--- config.mk ---
export PLATFORM = sky130hd
export DESIGN_NAME = argb_over_compositor_unit_flat
export DESIGN_NICKNAME = d
export VERILOG_FILES = /design/src/sv/aoc_pkg.sv /design/src/sv/aoc_if.sv /design/src/sv/argb_over_compositor_unit.sv /design/src/sv/aoc_divider.sv /design/src/flat_wrapper.sv
export SDC_FILE = /design/constraint.sdc
export NUM_CORES = 2
export LEC_CHECK = 0
export BUFFER_PORTS_ARGS = -buffer_cell sky130_fd_sc_hd__buf_2
export CAP_MARGIN = 20
export CORE_UTILIZATION = 43
export CTS_BUF_LIST = sky130_fd_sc_hd__clkbuf_8
export CTS_CLUSTER_DIAMETER = 60
export DETAILED_ROUTE_END_ITERATION = 8
export GPL_TIMING_DRIVEN = 0
export PLACE_DENSITY = 0.66
export SYNTH_ARGS = -nofsm -noshare
export SYNTH_HDL_FRONTEND = slang
export SYNTH_HIERARCHICAL = 1
export SYNTH_SLANG_ARGS = --single-unit
--- constraint.sdc ---
create_clock -name clock -period 57 [get_ports clock]
set_input_delay 0 -clock clock [delete_from_list [all_inputs] [get_ports clock]]
set_output_delay 0 -clock clock [all_outputs]
set_load 0.1 [all_outputs]
--- src/sv/aoc_pkg.sv ---
// Shared constants and types of the ARGB source-over compositor.
package aoc_pkg;

   // Quotient width of the channel division; one spare top bit keeps six equal stages.
   localparam int NumW = 18;
   localparam int DivSteps = 3;
   localparam int DivStages = NumW / DivSteps;
   localparam int Lanes = 3;

   // floor(x/255) = (x * Recip16) >> 23 for every 16-bit x.
   localparam logic [15:0] Recip16 = 16'h8081;
   localparam int Shift16 = 23;
   // floor(x/255) = (x * Recip24) >> 32 for every 24-bit x.
   localparam logic [24:0] Recip24 = 25'd16843010;
   localparam int Shift24 = 32;

   localparam logic [7:0] AlphaMax = 8'd255;
   localparam logic [7:0] AlphaZero = 8'd0;

   typedef logic [Lanes-1:0][NumW-1:0] lanes_type;

   // Travels beside the division: bypass value or the composite alpha.
   typedef struct packed {
      logic        bypass;
      logic [31:0] pix;
      logic [7:0]  alpha;
   } side_type;

endpackage

--- src/sv/aoc_if.sv ---
// Stream interfaces for the pixel pair input and the composite output.
interface aoc_req_if;
   logic        valid;
   logic        ready;
   logic [31:0] background_pixel;
   logic [31:0] foreground_pixel;

   modport source(output valid, output background_pixel, output foreground_pixel,
                  input ready);
   modport sink(input valid, input background_pixel, input foreground_pixel,
                output ready);
endinterface

interface aoc_rsp_if;
   logic        valid;
   logic        ready;
   logic [31:0] blended_pixel;

   modport source(output valid, output blended_pixel, input ready);
   modport sink(input valid, input blended_pixel, output ready);
endinterface

--- src/sv/argb_over_compositor_unit.sv ---
// Source-over compositing of two non-premultiplied 8-bit ARGB pixels.
//
// The req_chan channel carries a background and a foreground pixel; the
// rsp_chan channel returns one blended pixel for every item, in order.
// Both use valid/ready; an item moves when both are high at a clock edge.
//
// The pipeline has nine register stages: three for the alpha and channel
// products and the divisions by 255, then six stages of a restoring divider
// that retires three quotient bits per stage. One item can be accepted in
// every cycle while the output register is not stalled.
//
// The last divider stage is the output register. When it holds an item the
// receiver has not taken, the whole pipeline holds and req_chan.ready drops;
// nothing is lost or repeated. Synchronous reset clears all valid bits.
module argb_over_compositor_unit (
   input logic clock,
   input logic reset,
   aoc_req_if.sink   req_chan,
   aoc_rsp_if.source rsp_chan
);
   import aoc_pkg::*;

   logic en;
   logic div_valid;
   lanes_type div_quo;
   side_type  div_side;

   // Stage 1 registers.
   logic                   v1_ff;
   logic                   byp1_ff;
   logic [31:0]            pix1_ff;
   logic [7:0]             ia1_ff;
   logic [15:0]            p1_ff;
   logic [Lanes-1:0][15:0] bm1_ff;
   logic [Lanes-1:0][15:0] fm1_ff;
   // Stage 2 registers.
   logic                   v2_ff;
   side_type               side2_ff;
   logic [Lanes-1:0][23:0] bt2_ff;
   logic [Lanes-1:0][15:0] fm2_ff;
   // Stage 3 registers.
   logic                   v3_ff;
   side_type               side3_ff;
   lanes_type              num3_ff;

   logic [7:0] fa, ba, nba;
   logic                   byp1_in;
   logic [31:0]            pix1_in;
   logic [15:0]            p1_in;
   logic [Lanes-1:0][15:0] bm1_in, fm1_in;
   side_type               side2_in;
   logic [31:0]            ad_prod;
   logic [7:0]             alpha2;
   logic [Lanes-1:0][23:0] bt2_in;
   lanes_type              num3_in;

   assign en = !div_valid || rsp_chan.ready;
   assign req_chan.ready = en;

   always_comb begin
      fa = req_chan.foreground_pixel[31:24];
      ba = req_chan.background_pixel[31:24];
      nba = AlphaMax - ba;
      byp1_in = (fa == AlphaZero) || (fa == AlphaMax);
      pix1_in = (fa == AlphaZero) ? req_chan.background_pixel : req_chan.foreground_pixel;
      p1_in = 16'(AlphaMax - fa) * 16'(nba);
      for (int l = 0; l < Lanes; l++) begin
         bm1_in[l] = 16'(req_chan.background_pixel[16-8*l +: 8]) * 16'(ba);
         fm1_in[l] = 16'(req_chan.foreground_pixel[16-8*l +: 8]) * 16'(fa);
      end
   end

   always_comb begin
      ad_prod = 32'(p1_ff) * 32'(Recip16);
      alpha2 = AlphaMax - 8'(ad_prod >> Shift16);
      // A zero composite alpha takes the bypass, with an all-zero pixel unless stage 1 already chose a bypass pixel.
      side2_in.bypass = byp1_ff || (alpha2 == AlphaZero);
      side2_in.pix = byp1_ff ? pix1_ff : 32'd0;
      side2_in.alpha = alpha2;
      for (int l = 0; l < Lanes; l++) begin
         bt2_in[l] = 24'(bm1_ff[l]) * 24'(ia1_ff);
      end
   end

   always_comb begin
      logic [48:0] prod;
      for (int l = 0; l < Lanes; l++) begin
         prod = 49'(bt2_ff[l]) * 49'(Recip24);
         num3_in[l] = NumW'(prod >> Shift24) + NumW'(fm2_ff[l]);
      end
   end

   always_ff @(posedge clock) begin
      if (reset) begin
         v1_ff <= 1'b0;
         v2_ff <= 1'b0;
         v3_ff <= 1'b0;
      end else if (en) begin
         v1_ff <= req_chan.valid;
         v2_ff <= v1_ff;
         v3_ff <= v2_ff;
      end
      if (en) begin
         byp1_ff <= byp1_in;
         pix1_ff <= pix1_in;
         ia1_ff <= AlphaMax - fa;
         p1_ff <= p1_in;
         bm1_ff <= bm1_in;
         fm1_ff <= fm1_in;
         side2_ff <= side2_in;
         bt2_ff <= bt2_in;
         fm2_ff <= fm1_ff;
         side3_ff <= side2_ff;
         num3_ff <= num3_in;
      end
   end

   aoc_divider u_divider (
      .clock    (clock),
      .reset    (reset),
      .en       (en),
      .in_valid (v3_ff),
      .in_num   (num3_ff),
      .in_side  (side3_ff),
      .out_valid(div_valid),
      .out_quo  (div_quo),
      .out_side (div_side)
   );

   assign rsp_chan.valid = div_valid;
   assign rsp_chan.blended_pixel = div_side.bypass ? div_side.pix :
      {div_side.alpha, div_quo[0][7:0], div_quo[1][7:0], div_quo[2][7:0]};

endmodule

--- src/sv/aoc_divider.sv ---
// Pipelined restoring divider: three lanes share one 8-bit divisor, three bits per stage.
module aoc_divider (
   input  logic                clock,
   input  logic                reset,
   input  logic                en,
   input  logic                in_valid,
   input  aoc_pkg::lanes_type  in_num,
   input  aoc_pkg::side_type   in_side,
   output logic                out_valid,
   output aoc_pkg::lanes_type  out_quo,
   output aoc_pkg::side_type   out_side
);
   import aoc_pkg::*;

   for (genvar s = 0; s < DivStages; s++) begin : g_stage
      logic                  valid_ff;
      logic [Lanes-1:0][7:0] rem_ff;
      lanes_type             quo_ff;
      side_type              side_ff;
      logic                  v_src;
      logic [Lanes-1:0][7:0] r_src;
      lanes_type             q_src;
      side_type              sd_src;
      logic [Lanes-1:0][7:0] rem_in;
      lanes_type             quo_in;

      if (s == 0) begin : g_first
         assign v_src = in_valid;
         assign r_src = '0;
         assign q_src = in_num;
         assign sd_src = in_side;
      end else begin : g_next
         assign v_src = g_stage[s-1].valid_ff;
         assign r_src = g_stage[s-1].rem_ff;
         assign q_src = g_stage[s-1].quo_ff;
         assign sd_src = g_stage[s-1].side_ff;
      end

      always_comb begin
         logic [Lanes-1:0][7:0] r_w;
         lanes_type             q_w;
         logic [8:0]            trial;
         r_w = r_src;
         q_w = q_src;
         trial = '0;
         // Numerator bits shift out at the top while quotient bits enter at the bottom.
         for (int l = 0; l < Lanes; l++) begin
            for (int k = 0; k < DivSteps; k++) begin
               trial = {r_w[l], q_w[l][NumW-1]};
               if (trial >= {1'b0, sd_src.alpha}) begin
                  r_w[l] = 8'(trial - {1'b0, sd_src.alpha});
                  q_w[l] = {q_w[l][NumW-2:0], 1'b1};
               end else begin
                  r_w[l] = trial[7:0];
                  q_w[l] = {q_w[l][NumW-2:0], 1'b0};
               end
            end
         end
         rem_in = r_w;
         quo_in = q_w;
      end

      always_ff @(posedge clock) begin
         if (reset) begin
            valid_ff <= 1'b0;
         end else if (en) begin
            valid_ff <= v_src;
         end
         if (en) begin
            rem_ff <= rem_in;
            quo_ff <= quo_in;
            side_ff <= sd_src;
         end
      end
   end

   assign out_valid = g_stage[DivStages-1].valid_ff;
   assign out_quo = g_stage[DivStages-1].quo_ff;
   assign out_side = g_stage[DivStages-1].side_ff;

endmodule

--- src/flat_wrapper.sv ---
// flat-port wrapper written by rule: the top's interface ports become plain ports
module argb_over_compositor_unit_flat import aoc_pkg::*;
  (clock, reset, req_chan_valid, req_chan_background_pixel, req_chan_foreground_pixel, req_chan_ready, rsp_chan_valid, rsp_chan_blended_pixel, rsp_chan_ready);
  aoc_req_if req_chan_i ();
  aoc_rsp_if rsp_chan_i ();
  input logic clock;
  input logic reset;
  input wire logic [$bits(req_chan_i.valid)-1:0] req_chan_valid;
  input wire logic [$bits(req_chan_i.background_pixel)-1:0] req_chan_background_pixel;
  input wire logic [$bits(req_chan_i.foreground_pixel)-1:0] req_chan_foreground_pixel;
  output wire logic [$bits(req_chan_i.ready)-1:0] req_chan_ready;
  output wire logic [$bits(rsp_chan_i.valid)-1:0] rsp_chan_valid;
  output wire logic [$bits(rsp_chan_i.blended_pixel)-1:0] rsp_chan_blended_pixel;
  input wire logic [$bits(rsp_chan_i.ready)-1:0] rsp_chan_ready;
  assign req_chan_i.valid = req_chan_valid;
  assign req_chan_i.background_pixel = req_chan_background_pixel;
  assign req_chan_i.foreground_pixel = req_chan_foreground_pixel;
  assign req_chan_ready = req_chan_i.ready;
  assign rsp_chan_valid = rsp_chan_i.valid;
  assign rsp_chan_blended_pixel = rsp_chan_i.blended_pixel;
  assign rsp_chan_i.ready = rsp_chan_ready;
  argb_over_compositor_unit u_core (.clock(clock), .reset(reset), .req_chan(req_chan_i), .rsp_chan(rsp_chan_i));
endmodule
==> out/qor.yml <==
status: "completed"
finalNetCount: 10800
pin_count: 102
cts_max_path_buffers: 3
finalSetupViolCount: 0
overflow: 0
final_cells: 11500
grt_pass1_vias: 62800
slew_violations: 0
slowest_delay_ns: 0.74
routedWlPerCell_um: 18.6
grt_max_degree: 73
dp_hpwl_mm: 171
fill_cells: 18500
io_buffers: 79
gp_congestion: 0.909
rows: 166
core_area_um2: 205000
cts_tree: "built"
fmaxAchievable_mhz: 120
worstPathRequired_ns: 57.63
worstHoldPathType: "input port to register"
placed_area_um2: 93100
clkLatencyLatePin_ns: 0.91
ant_nets: 0
clkTransAtPathRegs_ns: 0.06
syn_area_per_cell_um2: 10.7
worst-path-buf-inv: 4
syn_nets: 10400
start_util: 0.434
finalCritPeriodShare: 0.147
crit_type: "register to register"
drtIter0Drc: 4075
dp_cells: 11100
wirelength_mm: 214
die_x_um: 457
firstDrtPassIters: 6
syn-cell-area_um2: 88900
critPathArrivalTime_ns: 8.99
clock_skew_ns: 0.0507
timing.final.crit_period_ns: 8.36
cp-end-kind: "register"
antenna_found_initial: 21
grt_pass1_wl_mm: 337
cts_made_buffers: 173
reg2regPathDepth: 27
syn_to_final_growth_pct: 9.44
ctsRootBufferMaster: "clkbuf_8"
slew_headroom: 0.185
drc: 0
cp_num_cells: 27
dieHeight_um: 457
multiInputGateArea_um2: 55600
startpoint_type: "register"
viasPerCell: 5.37
crit_family: "compound AO/OA/AOI/OAI gates"
worst_pin_slew_ns: 1.22
layout-drive-gt1-share: 0.0725
vias: 61700
tns_ns: 0
track_usage: 0.204
slowest_stage: "inv_1"
synthCells: 8314
htreeDepth: 4
finalHoldViolations: 0
yosysWarnings: 6
dieArea_um2: 209000
critPathMaxFanout: 15
fin_area_um2: 97300
regArea_um2: 28900
cts_sinks: 964
whs_ns: 0.131
rsz0062_at_grt: "false"
max_cap_viol_count: 0
hold_depth: 5
==> routing by layer <==
| layer | global-route usage | vias up | part of all wire |
|---|---|---|---|
| li1 | - | 29600 | - |
| met3 | 0.0313 | 383 | 0.052 |
| met1 | 0.264 | 30100 | 0.44 |
| met2 | 0.348 | 1553 | 0.47 |
| met5 | 0 | - | 0.00012 |
| met4 | 0.0675 | 4 | 0.033 |
==> worst min-delay path, delay by kind of cell <==
family / cells / cell delay (ns)
buffers and inverters: 1 / 0.25
xor gates and xnor gates: 2 / 0.23
and+or+nand+nor: 1 / 0.20
adders and majority gates: 1 / 0.20
==> metrics by stage <==
| stage | utilization | worst slack [ns] |
|---|---|---|
| final | 0.475 | 48.64 |
| after global routing | 0.475 | 47.93 |
| after CTS | 0.475 | 48.62 |
| after detailed placement | 0.454 | 48.62 |
| after global placement | 0.452 | 16.36 |
| after floorplan | - | 27.66 |
==> cell type report <==
class                      count  share of cell area
clock buffer                 174              0.0246
multi-input combinational   6175               0.571
buffer                       159             0.00656
clock inverter               133              0.0105
sequential                   964               0.297
timing repair buffer         170              0.0163
antenna                       10            0.000257
tap                         2688              0.0346
inverter                    1016              0.0392
==> worst paths after layout <==
path	from	end	slack, ns
min reg2reg	u_core/u_divider/g_stage[3].side_ff[12]	u_core/u_divider/g_stage[4].side_ff[12]	0.38
min	req_chan_background_pixel[15]	u_core/bm1_ff[31]	0.13
max	u_core/u_divider/g_stage[0].side_ff[1]	u_core/u_divider/g_stage[1].rem_ff[6]	48.64
max reg2reg	u_core/u_divider/g_stage[0].side_ff[1]	u_core/u_divider/g_stage[1].rem_ff[6]	48.64
==> what timing repair did <==
action / in CTS / in global routing
hold endpoints to repair: 90 / 0
hold buffers: 75 / 0
setup buffers: 0 / 0
resized for setup: 0 / 0
==> state kept, by name, indices dropped and copies added (netlist names), 48 cells and up <==
register,cells
u_core/num3_ff,54
u_core/u_divider/g_stage.quo_ff,156
u_core/bm1_ff,48
u_core/bt2_ff,72
u_core/fm2_ff,48
u_core/u_divider/g_stage.rem_ff,120
u_core/fm1_ff,48
u_core/u_divider/g_stage.side_ff,205
==> cells in the final DEF, fill, tap and decap left out, types with 174 or more instances in the layout <==
| master | instances |
|---|---|
| o21ai_0 | 266 |
| xnor2_1 | 291 |
| nor2_1 | 437 |
| ha_1 | 1428 |
| and2_1 | 484 |
| clkbuf_8 | 174 |
| edfxtp_1 | 955 |
| nand2_1 | 689 |
| fa_1 | 604 |
| a21oi_1 | 362 |
| mux2_2 | 197 |
| inv_1 | 1060 |
Power is left out: the tool's default activity adds up to more than one toggle a clock period on the data nets, which glitch-free logic cannot reach.
